`config.mk`:
```
export PLATFORM = sky130hd
export DESIGN_NAME = modbus_ascii_master_transaction_flat
export DESIGN_NICKNAME = d
export VERILOG_FILES = /design/src/design/mbam_pkg.sv /design/src/design/mbam_if.sv /design/src/design/mbam_front.sv /design/src/design/mbam_queue.sv /design/src/design/mbam_back.sv /design/src/design/modbus_ascii_master_transaction.sv /design/src/flat_wrapper.sv
export SDC_FILE = /design/constraint.sdc
export NUM_CORES = 1
export LEC_CHECK = 0
export BUFFER_PORTS_ARGS = -buffer_cell sky130_fd_sc_hd__buf_2
export CORE_ASPECT_RATIO = 2
export CORE_UTILIZATION = 45
export DETAILED_ROUTE_END_ITERATION = 6
export GPL_ROUTABILITY_DRIVEN = 0
export PLACE_DENSITY_LB_ADDON = 0.1
export RECOVER_POWER = 25
export SLEW_MARGIN = 5
export SYNTH_ARGS = -nofsm -noshare
export SYNTH_HDL_FRONTEND = slang
export SYNTH_HIERARCHICAL = 1
export SYNTH_SLANG_ARGS = --single-unit
```
`constraint.sdc`:
```
create_clock -name clk -period 9.7 [get_ports clk]
set_input_delay 1.455 -clock clk [delete_from_list [all_inputs] [get_ports clk]]
set_output_delay 1.455 -clock clk [all_outputs]
set_load 0.005 [all_outputs]
```
`src/design/mbam_pkg.sv`:
```
// Package: shared types and constants for the Modbus ASCII master.
`default_nettype none
package mbam_pkg;
  localparam logic [1:0] OP_START = 2'd0;
  localparam logic [1:0] OP_CHAR  = 2'd1;
  localparam logic [1:0] OP_TICK  = 2'd2;

  localparam logic [1:0] ST_OK      = 2'd0;
  localparam logic [1:0] ST_CSUM    = 2'd1;
  localparam logic [1:0] ST_TIMEOUT = 2'd2;
  localparam logic [1:0] ST_INVALID = 2'd3;

  localparam logic [7:0] FC_READ_BITS = 8'd1;
  localparam logic [7:0] FC_READ_REGS = 8'd3;
  localparam logic [7:0] FC_WRITE_REG = 8'd6;

  localparam logic [7:0] CH_COLON = 8'h3A;
  localparam logic [7:0] CH_CR    = 8'h0D;
  localparam logic [7:0] CH_LF    = 8'h0A;

  localparam logic [0:0] REG_SLAVE   = 1'd0;
  localparam logic [0:0] REG_TIMEOUT = 1'd1;

  typedef enum logic [1:0] {PH_IDLE, PH_WAIT, PH_RECV} phase_t;

  // Classified work for the back end.
  typedef struct packed {
    logic       start;
    logic [7:0] function_code;
    logic [15:0] reg_address;
    logic [15:0] reg_data;
    logic       fin;
    logic [1:0] status;
    logic [15:0] read_value;
  } job_t;

  typedef struct packed {
    logic       kind;
    logic [7:0] tx_char;
    logic       last;
    logic [1:0] status;
    logic [15:0] read_value;
  } res_t;

  function automatic logic [7:0] hex_char(input logic [3:0] d);
    hex_char = (d < 4'd10) ? (8'h30 + {4'd0, d}) : (8'h41 + {4'd0, d} - 8'd10);
  endfunction

  // Bit 4 set when the character is a hex digit.
  function automatic logic [4:0] hex_val(input logic [7:0] c);
    hex_val = 5'd0;
    if (c >= 8'h30 && c <= 8'h39) hex_val = {1'b1, 4'(c - 8'h30)};
    else if (c >= 8'h41 && c <= 8'h46) hex_val = {1'b1, 4'(c - 8'h41 + 8'd10)};
    else if (c >= 8'h61 && c <= 8'h66) hex_val = {1'b1, 4'(c - 8'h61 + 8'd10)};
  endfunction
endpackage
`default_nettype wire

```
`src/design/mbam_if.sv`:
```
// Interfaces: request and result channels.
`default_nettype none
interface mbam_req_if;
  logic        valid;
  logic        ready;
  logic [1:0]  op;
  logic [7:0]  function_code;
  logic [15:0] reg_address;
  logic [15:0] reg_data;
  logic [7:0]  rx_char;
  modport source (output valid, op, function_code, reg_address, reg_data, rx_char,
                  input ready);
  modport sink (input valid, op, function_code, reg_address, reg_data, rx_char,
                output ready);
endinterface

interface mbam_res_if;
  logic        valid;
  logic        ready;
  logic        kind;
  logic [7:0]  tx_char;
  logic        last;
  logic [1:0]  status;
  logic [15:0] read_value;
  modport source (output valid, kind, tx_char, last, status, read_value, input ready);
  modport sink (input valid, kind, tx_char, last, status, read_value, output ready);
endinterface
`default_nettype wire

```
`src/design/mbam_front.sv`:
```
// Front end: receive parser, timeout counter and frame checks.
`default_nettype none
module mbam_front import mbam_pkg::*; #(
  parameter int MAX_FRAME_CHARS = 128
) (
  input  wire logic        clk,
  input  wire logic        rst,
  input  wire logic        in_valid,
  output logic             in_ready,
  input  wire logic [1:0]  op,
  input  wire logic [7:0]  function_code,
  input  wire logic [15:0] reg_address,
  input  wire logic [15:0] reg_data,
  input  wire logic [7:0]  rx_char,
  input  wire logic [7:0]  slave_address,
  input  wire logic [15:0] timeout_ticks,
  output logic             job_valid,
  input  wire logic        job_ready,
  output job_t             job
);
  localparam int CW = $clog2(MAX_FRAME_CHARS + 1);

  phase_t      phase;
  logic [7:0]  lrc_sum;
  logic [7:0]  frame_bytes [6];
  logic [4:0]  high_nibble;
  logic [6:0]  byte_count;
  logic [CW-1:0] char_count;
  logic        saw_cr, bad_frame, hex_done;
  logic [15:0] tick_count;
  logic [7:0]  p_fc;
  logic [15:0] p_addr, p_data;

  logic        acc;
  logic [4:0]  hv;
  logic [7:0]  new_byte;
  logic [1:0]  jst;
  logic [15:0] jval;
  logic        frame_end;

  assign in_ready = job_ready;
  assign acc = in_valid && in_ready;
  assign hv = hex_val(rx_char);
  assign new_byte = {high_nibble[3:0], hv[3:0]};
  assign frame_end = (rx_char == CH_LF) && saw_cr;

  // Frame judgement from the stored state; char_count here is before this LF.
  always_comb begin
    jst = ST_OK;
    jval = 16'd0;
    if (char_count + CW'(1) < CW'(11)) jst = ST_INVALID;
    else if (bad_frame || high_nibble[4] || byte_count > 7'd64 || byte_count < 7'd4)
      jst = ST_INVALID;
    else if (lrc_sum != 8'd0) jst = ST_CSUM;
    else if (frame_bytes[0] != slave_address) jst = ST_INVALID;
    else if (frame_bytes[1][7]) jst = ST_INVALID;
    else if (frame_bytes[1] != p_fc) jst = ST_INVALID;
    else if (p_fc == FC_WRITE_REG) begin
      if (byte_count < 7'd7 || {frame_bytes[2], frame_bytes[3]} != p_addr ||
          {frame_bytes[4], frame_bytes[5]} != p_data) jst = ST_INVALID;
    end else if (p_fc == FC_READ_REGS) begin
      if (byte_count < 7'd6 || frame_bytes[2] != 8'd2) jst = ST_INVALID;
      else jval = {frame_bytes[3], frame_bytes[4]};
    end else if (p_fc == FC_READ_BITS) begin
      if (byte_count < 7'd5 || frame_bytes[2] != 8'd1) jst = ST_INVALID;
      else jval = {15'd0, frame_bytes[3][0]};
    end
  end

  always_ff @(posedge clk) begin
    if (rst) begin
      phase <= PH_IDLE;
      lrc_sum <= '0; high_nibble <= '0; byte_count <= '0; char_count <= '0;
      saw_cr <= 1'b0; bad_frame <= 1'b0; hex_done <= 1'b0; tick_count <= '0;
      p_fc <= '0; p_addr <= '0; p_data <= '0;
      job_valid <= 1'b0;
    end else begin
      if (job_ready) job_valid <= 1'b0;
      if (acc) begin
        case (op)
          OP_START: begin
            p_fc <= function_code; p_addr <= reg_address; p_data <= reg_data;
            tick_count <= '0;
            phase <= PH_WAIT;
            job_valid <= 1'b1;
            job <= '{start: 1'b1, function_code: function_code,
                     reg_address: reg_address, reg_data: reg_data,
                     fin: 1'b0, status: ST_OK, read_value: 16'd0};
          end
          OP_TICK: begin
            if (phase != PH_IDLE) begin
              if (tick_count >= timeout_ticks) begin
                phase <= PH_IDLE;
                job_valid <= 1'b1;
                job <= '{start: 1'b0, function_code: 8'd0, reg_address: 16'd0,
                         reg_data: 16'd0, fin: 1'b1, status: ST_TIMEOUT,
                         read_value: 16'd0};
              end else tick_count <= tick_count + 16'd1;
            end
          end
          OP_CHAR: begin
            if (phase == PH_WAIT) begin
              if (rx_char == CH_COLON) begin
                lrc_sum <= '0; high_nibble <= '0; byte_count <= '0;
                char_count <= CW'(1);
                saw_cr <= 1'b0; bad_frame <= 1'b0; hex_done <= 1'b0;
                phase <= PH_RECV;
              end
            end else if (phase == PH_RECV) begin
              char_count <= char_count + CW'(1);
              if (frame_end) begin
                phase <= PH_IDLE;
                job_valid <= 1'b1;
                job <= '{start: 1'b0, function_code: 8'd0, reg_address: 16'd0,
                         reg_data: 16'd0, fin: 1'b1, status: jst, read_value: jval};
              end else begin
                if (!hex_done) begin
                  if (rx_char == CH_CR) hex_done <= 1'b1;
                  else if (!hv[4]) bad_frame <= 1'b1;
                  else if (high_nibble[4]) begin
                    if (byte_count < 7'd6) frame_bytes[byte_count[2:0]] <= new_byte;
                    lrc_sum <= lrc_sum + new_byte;
                    if (byte_count < 7'd127) byte_count <= byte_count + 7'd1;
                    high_nibble <= '0;
                  end else high_nibble <= hv;
                end
                saw_cr <= (rx_char == CH_CR);
                // Drop the frame as invalid once the character count reaches MAX_FRAME_CHARS - 1.
                if (char_count + CW'(1) >= CW'(MAX_FRAME_CHARS - 1)) begin
                  phase <= PH_IDLE;
                  job_valid <= 1'b1;
                  job <= '{start: 1'b0, function_code: 8'd0, reg_address: 16'd0,
                           reg_data: 16'd0, fin: 1'b1, status: ST_INVALID,
                           read_value: 16'd0};
                end
              end
            end
          end
          default: ;
        endcase
      end
    end
  end
endmodule
`default_nettype wire

```
`src/design/mbam_queue.sv`:
```
// Queue: short FIFO of jobs between front and back end.
`default_nettype none
module mbam_queue import mbam_pkg::*; (
  input  wire logic clk,
  input  wire logic rst,
  input  wire logic in_valid,
  output logic      in_ready,
  input  job_t      in_job,
  output logic      out_valid,
  input  wire logic out_ready,
  output job_t      out_job
);
  job_t       mem [2];
  logic       wp, rp;
  logic [1:0] cnt;
  logic       push, pop;

  assign in_ready = cnt != 2'd2;
  assign out_valid = cnt != 2'd0;
  assign out_job = mem[rp];
  assign push = in_valid && in_ready;
  assign pop = out_valid && out_ready;

  always_ff @(posedge clk) begin
    if (push) mem[wp] <= in_job;
    if (rst) begin
      wp <= 1'b0; rp <= 1'b0; cnt <= 2'd0;
    end else begin
      if (push) wp <= ~wp;
      if (pop) rp <= ~rp;
      cnt <= cnt + {1'b0, push} - {1'b0, pop};
    end
  end
endmodule
`default_nettype wire

```
`src/design/mbam_back.sv`:
```
// Back end: serializes request frames and finish results.
`default_nettype none
module mbam_back import mbam_pkg::*; (
  input  wire logic       clk,
  input  wire logic       rst,
  input  wire logic [7:0] slave_address,
  input  wire logic       job_valid,
  output logic            job_ready,
  input  job_t            job,
  output logic            res_valid,
  input  wire logic       res_ready,
  output res_t            res
);
  logic [4:0] idx;
  logic [7:0] b [7];
  logic [7:0] sum;
  logic [7:0] ch;
  logic [2:0] bi;
  logic       emit, last_ch;

  // Frame bytes: address, function, register, data, LRC.
  always_comb begin
    b[0] = slave_address; b[1] = job.function_code;
    b[2] = job.reg_address[15:8]; b[3] = job.reg_address[7:0];
    b[4] = job.reg_data[15:8]; b[5] = job.reg_data[7:0];
    sum = b[0] + b[1] + b[2] + b[3] + b[4] + b[5];
    b[6] = 8'd0 - sum;
    bi = 3'((idx - 5'd1) >> 1);
    if (idx == 5'd0) ch = CH_COLON;
    else if (idx == 5'd15) ch = CH_CR;
    else if (idx == 5'd16) ch = CH_LF;
    else ch = idx[0] ? hex_char(b[bi][7:4]) : hex_char(b[bi][3:0]);
  end

  assign emit = job_valid && (!res_valid || res_ready);
  assign last_ch = job.fin || idx == 5'd16;
  assign job_ready = emit && last_ch;

  always_ff @(posedge clk) begin
    if (rst) begin
      idx <= '0; res_valid <= 1'b0;
    end else begin
      if (res_ready) res_valid <= 1'b0;
      if (emit) begin
        res_valid <= 1'b1;
        idx <= last_ch ? 5'd0 : idx + 5'd1;
        if (job.fin) res <= '{kind: 1'b1, tx_char: 8'd0, last: 1'b0,
                               status: job.status, read_value: job.read_value};
        else res <= '{kind: 1'b0, tx_char: ch, last: idx == 5'd16,
                      status: ST_OK, read_value: 16'd0};
      end
    end
  end
endmodule
`default_nettype wire

```
`src/design/modbus_ascii_master_transaction.sv`:
```
// Top level: Modbus ASCII master transaction engine.
//
//  channel | dir | content
//  req     | in  | op, function_code, reg_address, reg_data, rx_char
//  res     | out | kind, tx_char, last, status, read_value
//  cfg     | in  | cfg_we, cfg_index, cfg_data (slave_address, timeout_ticks)
//
// One request per cycle enters the front end, which parses received characters,
// counts ticks and judges frames in that cycle. Starts and finishes go to a
// two-entry queue; the back end turns a start into 17 characters, one per cycle
// while the result register is free or being taken, and a finish into one result.
// Reset is synchronous: idle, registers to 1 and 1000. Requests stall only when
// the queue is full; the result register holds while res.ready is low.
`default_nettype none
module modbus_ascii_master_transaction import mbam_pkg::*; #(
  parameter int MAX_FRAME_CHARS = 128
) (
  input  wire logic        clk,
  input  wire logic        rst,
  mbam_req_if.sink         req,
  mbam_res_if.source       res,
  input  wire logic        cfg_we,
  input  wire logic [0:0]  cfg_index,
  input  wire logic [15:0] cfg_data
);
  logic [7:0]  slave_address;
  logic [15:0] timeout_ticks;
  logic        f_valid, f_ready, q_valid, q_ready;
  job_t        f_job, q_job;
  res_t        r;

  // Hold configuration registers.
  always_ff @(posedge clk) begin
    if (rst) begin
      slave_address <= 8'd1;
      timeout_ticks <= 16'd1000;
    end else if (cfg_we) begin
      case (cfg_index)
        REG_SLAVE:   slave_address <= cfg_data[7:0];
        REG_TIMEOUT: timeout_ticks <= cfg_data;
        default: ;
      endcase
    end
  end

  mbam_front #(.MAX_FRAME_CHARS(MAX_FRAME_CHARS)) u_front (
    .clk, .rst,
    .in_valid(req.valid), .in_ready(req.ready), .op(req.op),
    .function_code(req.function_code), .reg_address(req.reg_address),
    .reg_data(req.reg_data), .rx_char(req.rx_char),
    .slave_address, .timeout_ticks,
    .job_valid(f_valid), .job_ready(f_ready), .job(f_job)
  );

  mbam_queue u_queue (
    .clk, .rst, .in_valid(f_valid), .in_ready(f_ready), .in_job(f_job),
    .out_valid(q_valid), .out_ready(q_ready), .out_job(q_job)
  );

  mbam_back u_back (
    .clk, .rst, .slave_address,
    .job_valid(q_valid), .job_ready(q_ready), .job(q_job),
    .res_valid(res.valid), .res_ready(res.ready), .res(r)
  );

  assign res.kind = r.kind;
  assign res.tx_char = r.tx_char;
  assign res.last = r.last;
  assign res.status = r.status;
  assign res.read_value = r.read_value;
endmodule
`default_nettype wire
```
`src/flat_wrapper.sv`:
```
// flat-port wrapper written by rule: the top's interface ports become plain ports
module modbus_ascii_master_transaction_flat import mbam_pkg::*;
#(
  parameter int MAX_FRAME_CHARS = 128
)
  (clk, rst, cfg_we, cfg_index, cfg_data, req_valid, req_op, req_function_code, req_reg_address, req_reg_data, req_rx_char, req_ready, res_valid, res_kind, res_tx_char, res_last, res_status, res_read_value, res_ready);
  mbam_req_if req_i ();
  mbam_res_if res_i ();
  input  wire logic clk;
  input  wire logic rst;
  input  wire logic cfg_we;
  input  wire logic [0:0] cfg_index;
  input  wire logic [15:0] cfg_data;
  input wire logic [$bits(req_i.valid)-1:0] req_valid;
  input wire logic [$bits(req_i.op)-1:0] req_op;
  input wire logic [$bits(req_i.function_code)-1:0] req_function_code;
  input wire logic [$bits(req_i.reg_address)-1:0] req_reg_address;
  input wire logic [$bits(req_i.reg_data)-1:0] req_reg_data;
  input wire logic [$bits(req_i.rx_char)-1:0] req_rx_char;
  output wire logic [$bits(req_i.ready)-1:0] req_ready;
  output wire logic [$bits(res_i.valid)-1:0] res_valid;
  output wire logic [$bits(res_i.kind)-1:0] res_kind;
  output wire logic [$bits(res_i.tx_char)-1:0] res_tx_char;
  output wire logic [$bits(res_i.last)-1:0] res_last;
  output wire logic [$bits(res_i.status)-1:0] res_status;
  output wire logic [$bits(res_i.read_value)-1:0] res_read_value;
  input wire logic [$bits(res_i.ready)-1:0] res_ready;
  assign req_i.valid = req_valid;
  assign req_i.op = req_op;
  assign req_i.function_code = req_function_code;
  assign req_i.reg_address = req_reg_address;
  assign req_i.reg_data = req_reg_data;
  assign req_i.rx_char = req_rx_char;
  assign req_ready = req_i.ready;
  assign res_valid = res_i.valid;
  assign res_kind = res_i.kind;
  assign res_tx_char = res_i.tx_char;
  assign res_last = res_i.last;
  assign res_status = res_i.status;
  assign res_read_value = res_i.read_value;
  assign res_i.ready = res_ready;
  modbus_ascii_master_transaction #(.MAX_FRAME_CHARS(MAX_FRAME_CHARS)) u_core (.clk(clk), .rst(rst), .req(req_i), .res(res_i), .cfg_we(cfg_we), .cfg_index(cfg_index), .cfg_data(cfg_data));
endmodule
```
==> run metrics, run 1 <==
status complete, but fails checks; failing checks max-capacitance violations, max-slew violations; FF+latch area 0.0101 mm²; Post-Synthesis Cell Area 0.0183 mm²; final setup fails 0; average vias per placed instance 5.34; CTS resizes 0; HPWL after DPL 33400 µm; Gate Count Post-Synth 1571; f_max 0.168 GHz; Setup Skew 0.0239 ns; largest net degree at the start of global routing 79; final hold violation count 0; RSZ-0062 raised after global routing false; crit start category flip-flop; CTS Root Cell clkbuf_16; DRC violations left 0; Area Growth Syn to Fin 11.3%; number of warning messages in the yosys log 6; Die X 145 µm; clk_lat worst skew 0.55 ns; global-route wire length before repair 68300 µm; max_cap viols 2; Min Clock Period, post-route 5.95 ns; initial antenna violation count 1; syn nets 1729; Hold Crit Class flip-flop to flip-flop; Nets 1815; Peak VDD IR 0.000151 V; vias in the first global route 12200; Final Util 0.507; final antenna-violating net count 0; fin. max-slew vios 108; ant diodes 0; router iterations before antenna repair 5; Design Area, Final 0.0204 mm²; PD cells 164 mW/mm²; Worst Tran Pin Value 3.47 ns; Clock Path Buffers 3; Multi-input gate area 0.00748 mm²; grt total ovfl 0; row count 104; WP data arrival 6.23 ns; Die Y 287 µm; Vias 11800; IO Count 102; Core Area 0.0402 mm²; CTS Hold Bufs 0; Setup crit end kind flip-flop; LEAKAGE 7.55 nW; area of the die 0.0416 mm²; H-tree depth 2; WL/cell 20.1 µm; port bufs 100; DRT iter0 DRCs 482; postcts setup bufs 0; Final period util 0.613; Total Routing Usage GR 0.223; syn_area_per_cell 11.7 µm²; fillers 3614; Post-Route Setup TNS 0 ns; kind of critical path flip-flop to flip-flop; Slew HR -1.31; CTS tree yes; clk sinks 377; Worst Path Required 9.99 ns; final wirelength 44600 µm; Initial Util 0.455; share of layout cells above drive strength 1 0.133; clk slew on worst S/H paths 0.07 ns; placed inst area 0.0193 mm²; CTS buffer count 35; worst-path fanout max 59
layout by cell type (no fill, tap or decap), drive strengths merged, types with 23 or more instances in the layout:
cell	count
a21oi	95
and2	44
and3	23
buf	115
clkbuf	47
dfxtp	125
edfxtp	252
fa	27
ha	59
inv	112
mux2	64
nand2	143
nand2b	28
nand3	37
nand4	24
nor2	81
nor2b	53
o21ai	46
xnor2	69
registers in the layout, indices dropped and copies added, names as in the netlist, 5 cells and up, named ones only:
signal,count
u_core/u_queue/mem,118
u_core/u_front/job,59
u_core/u_front/frame_bytes,48
u_core/u_back/res,27
u_core/timeout_ticks,16
u_core/u_front/p_addr,16
u_core/u_front/p_data,16
u_core/u_front/tick_count,16
u_core/slave_address,8
u_core/u_front/char_count,8
u_core/u_front/lrc_sum,8
u_core/u_front/p_fc,8
u_core/u_front/byte_count,7
u_core/u_back/idx,5
u_core/u_front/high_nibble,5
per-layer routing:
layer | track usage | wire [µm] | vias up
li1 | - | - | 5713
met1 | 0.221 | 15600 | 5762
met2 | 0.427 | 24800 | 231
met4 | 0.137 | 2820 | 2
met3 | 0.0257 | 1290 | 110
met5 | 0 | 10 | -
layout make-up:
type,instances,share of cell area
Tap cell,530,0.0325
Clock buffer,43,0.0444
Multi-Input combinational cell,1015,0.367
Timing Repair Buffer,119,0.0309
Sequential cell,377,0.494
Clock inverter,20,0.0114
Inverter,109,0.0201
worst paths after layout:
kind                            cells past startpoint                             endpoint                            startpoint  slack (ns)
worst min register to register                      0  u_core/u_queue/mem[1][19]$_DFFE_PP_  u_core/u_front/job[19]$_SDFFCE_PN0P_        0.43
worst min-delay path                                0  u_core/u_queue/mem[1][19]$_DFFE_PP_  u_core/u_front/job[19]$_SDFFCE_PN0P_        0.43
worst max register to register                     19  u_core/u_back/res[23]$_SDFFCE_PP0P_                             flip-flop        3.75
worst max-delay path                               19  u_core/u_back/res[23]$_SDFFCE_PP0P_                             flip-flop        3.75
stage by stage:
stage	power, mW	worst slack, ns	hold WS [ns]	cells
global placement	2.00	3.80	0.422	2150
detailed placement	2.00	3.78	0.430	2150
CTS	3.39	3.74	0.436	2213
floorplan	1.93	2.54	0.421	1571
global route	3.48	3.44	0.445	2213
finish	3.35	3.75	0.431	2213
worst max-delay path: stages (launching register included):
cell     delay (ns)
dfxtp_2        0.31
buf_4          0.63
mux2_1         0.41
inv_1          0.08
fa_1           0.42
inv_1          0.09
fa_1           0.44
fa_1           0.54
inv_1          0.05
fa_1           0.45
ha_1           0.25
fa_1           0.42
a21o_1         0.18
a21oi_1        0.18
mux2i_1        0.25
or2_2          0.14
o22a_1         0.27
nand3_1        0.11
a21o_1         0.21
a32o_1         0.24
power by group:
part,internal [mW],switching (mW),leakage [nW],total [mW]
logic,0.0929,0.138,3.61,0.231
clock network,0.761,0.616,0.555,1.38
registers,1.72,0.0146,3.39,1.74
No activity file was read; power rests on OpenSTA's default activity.
==> run 2, diff against run 1 <==
Settings changed: ABC_AREA set to 1.
Clock period 9.7 ns to 5.75 ns, I/O delays scaled along.
==> run 2 against run 1 <==
  * The flow still finishes with violations (max-capacitance violations, max-slew violations)
  * Largest cell class unchanged
  * Cell area rose by 4.6%
  * First-iteration DRC count rose by 13%
  * Via count rose by 14%
  * Clock skew rose by 0.00067 ns
  * Sequential cell count did not move
  * Synthesized cell count rose by 27%
  * Combinational power rose to 2.6 times the previous value
  * Non-clock buffer count rose by 7
==> run metrics, run 2 <==
status complete, but fails checks; failing checks max-capacitance violations, max-slew violations; M2 GR Usage 0.472; CTS buffer count 35; syn_area_per_cell 9.65 µm²; Gate Count Post-Synth 1989; final setup fails 0; CTS tree yes; Power Total 5.84 mW; Nets 2253; final hold violation count 0; max_cap viols 1; Sw Pwr 1.46 mW; Internal 4.37 mW; IO Count 102; crit-path max cell delay 0.48 ns; Multi-input gate area 0.00756 mm²; pre-CTS setup slack 0.538 ns; CTS Hold Bufs 0; Post-Layout Cell Count 2660; CTS resizes 0; GR peak layer met2; Post-Synthesis Cell Area 0.0192 mm²; Die Y 294 µm; share of layout cells above drive strength 1 0.153; max FFs per register 118; final wirelength 49200 µm; met3 usage 0.0222; crit-path cells buf_12 -> mux2_4 -> inv_1 -> fa_1 -> inv_1 -> fa_1 -> fa_1 -> inv_1 -> fa_1 -> ha_1 -> fa_1 -> or2_2 -> a32o_1 -> nand2_1 -> o21ai_1 -> inv_1 -> ha_1 -> nand4_1 -> nand2_1 -> nand3_1 -> nand2_1 -> a21oi_1; Total Routing Usage GR 0.232; fillers 4023; row count 106; CTS Root Cell clkbuf_16; Peak VDD IR 0.000234 V; Post-Route Setup TNS 0 ns; initial antenna violation count 0; syn nets 2147; PnR worst setup slack 0.558 ns; ant diodes 0; WP data arrival 5.48 ns; H-tree depth 2; global routing usage on met1 0.215; DRT iter0 DRCs 544; most common cell after layout, fill and taps aside nand2_1; DRC violations left 0; f_max 0.193 GHz; RSZ-0062 raised after global routing false; Worst Path Buf+Inv 5; slowest stage cell, crit path dfxtp_4; HPWL after DPL 38300 µm; Clock Path Buffers 3; Hold Crit Class flip-flop to flip-flop; Final Util 0.509; area of the die 0.0435 mm²; LEAKAGE 8.76 nW; clk slew on worst S/H paths 0.07 ns; largest net degree at the start of global routing 63; Logic pwr share 0.103; port bufs 100; number of warning messages in the yosys log 6; dpl cells 2598; postcts setup bufs 0; Vias 13500; crit start category flip-flop; fin. max-slew vios 45; kind of critical path flip-flop to flip-flop; vias in the first global route 13900; Area Growth Syn to Fin 11.0%; Initial Util 0.458; critical path's top delay family adder cells; worst-path fanout max 38; Die X 148 µm; router iterations before antenna repair 5; Worst Path Required 6.04 ns; Worst Tran Pin Value 2.31 ns; Setup Skew 0.0246 ns; global-route wire length before repair 75800 µm; clk sinks 377; grt total ovfl 0; clk_lat worst skew 0.54 ns; CP dominant cell by count fa_1; FF+latch area 0.0101 mm²; sequential share of power 0.506; Core Area 0.0419 mm²; most frequent cells in the layout nand2_1, inv_1, edfxtp_1, nor2_1, nand3_1; average vias per placed instance 5.07; Final period util 0.903; Largest Register u_core/u_queue/mem; PD cells 274 mW/mm²; Sw Share 0.251; Clock Power Share 0.391; Slew HR -0.543; WL/cell 18.5 µm; Setup crit end kind flip-flop; final antenna-violating net count 0; Min Clock Period, post-route 5.19 ns
[run 2: cell count changes in the layout (fill, tap and decap cells not counted), sizes merged, moves of 23 or more]
cell and delta:
a21oi +25, and2 -44, and3 -23, inv +206, nand2 +241, nand2b -28
nand3 +95, nor2 +127, nor2b -53, o21ai +35, xnor2 -32
[run 2: worst paths after layout]
check / from / end / slack, ns / depth (start not counted)
setup / recovery: flip-flop / u_core/u_back/res[21]$_SDFFCE_PP0P_ / 0.56 / 22
hold / removal: u_core/u_front/job[58]$_SDFFCE_PN0P_ / u_core/u_queue/mem[0][58]$_DFFE_PP_ / 0.44 / 0
setup reg to reg: flip-flop / u_core/u_back/res[21]$_SDFFCE_PP0P_ / 0.56 / 22
hold reg to reg: u_core/u_front/job[58]$_SDFFCE_PN0P_ / u_core/u_queue/mem[0][58]$_DFFE_PP_ / 0.44 / 0
[run 2: metrics by stage]
step                instance area [µm²]  hold slack, ns
detailed placement                20200           0.429
global route                      21300           0.450
floorplan                         19200           0.421
CTS                               21300           0.437
global placement                  20200           0.423
finish                            21300           0.438
[run 2: layout make-up]
cell class,count,share of cell area
well taps,540,0.0317
flip-flops and latches,377,0.472
multi-input cells,1238,0.355
repair buffers,126,0.0328
inverters,317,0.0566
clock inverters,25,0.00933
clock buffers,37,0.0424
[run 2: worst reg2reg max path: stages, from the launching register on]
cell	delay (ns)
dfxtp_4	0.48
buf_12	0.30
mux2_4	0.21
inv_1	0.06
fa_1	0.41
inv_1	0.08
fa_1	0.44
fa_1	0.43
inv_1	0.08
fa_1	0.41
ha_1	0.25
fa_1	0.39
or2_2	0.30
a32o_1	0.26
nand2_1	0.05
o21ai_1	0.09
inv_1	0.09
ha_1	0.20
nand4_1	0.10
nand2_1	0.07
nand3_1	0.09
nand2_1	0.09
a21oi_1	0.06
[run 2: per-layer routing]
metal	up-vias	wire, µm
li1	6712	-
met1	6373	16200
met2	278	28500
met3	130	1250
met4	0	3250
met5	-	0
[run 2: power by group through the flow]
stage	registers (mW)	logic (mW)	clock network (mW)
global route	2.96	0.679	2.44
CTS	2.95	0.607	2.35
detailed placement	3.01	0.604	0
floorplan	3.00	0.422	0
finish	2.95	0.602	2.28
global placement	3.01	0.590	0
==> run 3, diff against run 2 <==
--- a/config.mk
+++ b/config.mk
@@ -8,6 +8,8 @@
 export ABC_AREA = 1
-export BUFFER_PORTS_ARGS = -buffer_cell sky130_fd_sc_hd__buf_2
+export CELL_PAD_IN_SITES_DETAIL_PLACEMENT = 1
+export CELL_PAD_IN_SITES_GLOBAL_PLACEMENT = 2
 export CORE_ASPECT_RATIO = 2
-export CORE_UTILIZATION = 45
+export CORE_UTILIZATION = 41
 export DETAILED_ROUTE_END_ITERATION = 6
+export DONT_BUFFER_PORTS = 1
 export GPL_ROUTABILITY_DRIVEN = 0
==> constraint.sdc (replaced) <==
create_clock -name clk -period 5.75 [get_ports clk]
set_input_delay 0.575 -clock clk [delete_from_list [all_inputs] [get_ports clk]]
set_output_delay 0.575 -clock clk [all_outputs]
set_load 0.005 [all_outputs]
==> run 3 against run 2 <==
  * The run now ends clean
  * Clock power rose by 11%
  * Worst setup slack got worse by 0.060 ns
  * Cell area fell by 1.3%
  * Sequential power hardly changed
  * Total power grew 3.4%
  * Clock skew down 0.0014 ns
  * Final cell count fell by 0.49%
  * Non-clock buffer count is 103 lower
  * Sequential share of layout area grew 0.62 points
  * Critical path depth unchanged
  * Combinational power fell by 6.3%
  * Maximum frequency fell by 1.1%
==> run metrics, run 3 (synthesis results as in run 2) <==
status finished clean; most frequent cells in the layout nand2_1, inv_1, edfxtp_1, nor2_1, nand3_1; Setup Skew 0.0232 ns; final setup fails 0; Final Util 0.458; Vias 13400; max FFs per register 118; HPWL after DPL 43000 µm; IO Count 102; Worst Path Required 6.05 ns; CTS Root Cell clkbuf_16; area of the die 0.0478 mm²; Largest Register u_core/u_queue/mem; final wirelength 55000 µm; fin. max-slew vios 0; PnR worst setup slack 0.497 ns; CTS tree yes; WP data arrival 5.55 ns; Die Y 308 µm; Power Total 6.04 mW; RSZ-0062 raised after global routing false; fillers 5225; router iterations before antenna repair 4; Total Routing Usage GR 0.237; initial antenna violation count 2; CTS Hold Bufs 0; Final period util 0.914; Hold Crit Class input port to flip-flop; H-tree depth 2; vias in the first global route 14700; crit start category flip-flop; Peak VDD IR 0.000215 V; Clock Path Buffers 3; WL/cell 20.8 µm; CTS buffer count 37; clk_lat worst skew 0.55 ns; f_max 0.190 GHz; Slew HR 0.304; kind of critical path flip-flop to flip-flop; largest net degree at the start of global routing 72; Die X 155 µm; share of layout cells above drive strength 1 0.110; average vias per placed instance 5.06; PD cells 287 mW/mm²; clk sinks 377; postcts setup bufs 0; Initial Util 0.418; pre-CTS setup slack 0.462 ns; clk slew on worst S/H paths 0.07 ns; worst-path fanout max 24; Setup crit end kind flip-flop; row count 111; Area Growth Syn to Fin 9.62%; DRT iter0 DRCs 478; grt total ovfl 0; most common cell after layout, fill and taps aside nand2_1; final hold violation count 0; Worst Tran Pin Value 1.03 ns; Min Clock Period, post-route 5.25 ns; port bufs 0; max_cap viols 0; DRC violations left 0; LEAKAGE 8.42 nW; final antenna-violating net count 0; CTS resizes 0; Nets 2152; Core Area 0.0460 mm²; Post-Route Setup TNS 0 ns; global-route wire length before repair 83600 µm
==> run 3: changes by cell type in the layout (fill, tap and decap cells not counted), sizes merged <==
| cell | change |
|---|---|
| buf | -100 |
| clkinvlp | -4 |
| diode | +4 |
| bufinv | +3 |
| clkinv | +2 |
| clkbuf | +1 |
==> run 3: worst paths after layout <==
kind | start | slack [ns] | cells past startpoint | end
hold reg to reg | u_core/u_front/job[21]$_SDFFCE_PN0P_ | 0.44 | 0 | u_core/u_queue/mem[0][21]$_DFFE_PP_
setup reg to reg | flip-flop | 0.50 | 22 | u_core/u_back/res[21]$_SDFFCE_PP0P_
hold / removal | rst | 0.1 | 1 | u_core/u_back/res_valid$_SDFFE_PP0P_
setup / recovery | flip-flop | 0.50 | 22 | u_core/u_back/res[21]$_SDFFCE_PP0P_
==> run 3: per-layer routing <==
layer  share of wire  up-vias  track usage  wire (µm)
met5               0        -            0          0
met3           0.041      132       0.0433       2280
met4           0.071        0        0.158       3900
met2            0.58      244        0.487      31800
met1            0.31     6493        0.196      17000
li1                -     6522            -          -
==> run 3: critical path: stages, from the launching register on <==
cell and delay [ns]:
dfxtp_4 0.45, buf_4 0.42, mux2_4 0.25, inv_1 0.05, fa_1 0.35, inv_1 0.09, fa_1 0.46, fa_1 0.42
inv_1 0.08, fa_1 0.41, ha_1 0.24, fa_1 0.38, or2_2 0.30, a32o_1 0.26, nand2_1 0.05, o21ai_1 0.08
inv_1 0.08, ha_1 0.19, nand4_1 0.10, nand2_1 0.08, nand3_1 0.10, nand2_1 0.07, a21oi_1 0.05
==> run 3: cell type report <==
class / count / area (µm²) / share of cell area
Tap cell: 621 / 777 / 0.0369
Inverter: 317 / 1210 / 0.0574
Sequential cell: 377 / 10100 / 0.479
Clock inverter: 26 / 302 / 0.0143
Multi-Input combinational cell: 1238 / 7560 / 0.359
Antenna cell: 4 / 10.0 / 0.000476
Clock buffer: 41 / 941 / 0.0447
Timing Repair Buffer: 23 / 173 / 0.00820
==> run 3: power by group <==
group,leakage [nW],switching [mW],total [mW],internal [mW]
Clock,0.596,1.09,2.52,1.43
Combinational,4.44,0.376,0.564,0.188
Sequential,3.39,0.0344,2.96,2.92
Total,8.42,1.50,6.04,4.54
==> run 3: per-stage QoR <==
stage	instances	area [µm²]	hold slack, ns
finish	2647	21000	0.0974
CTS	2643	21000	0.0666
global placement	2576	19800	0.423
global route	2647	21000	0.0865
floorplan	1989	19200	0.421
detailed placement	2576	19800	0.433
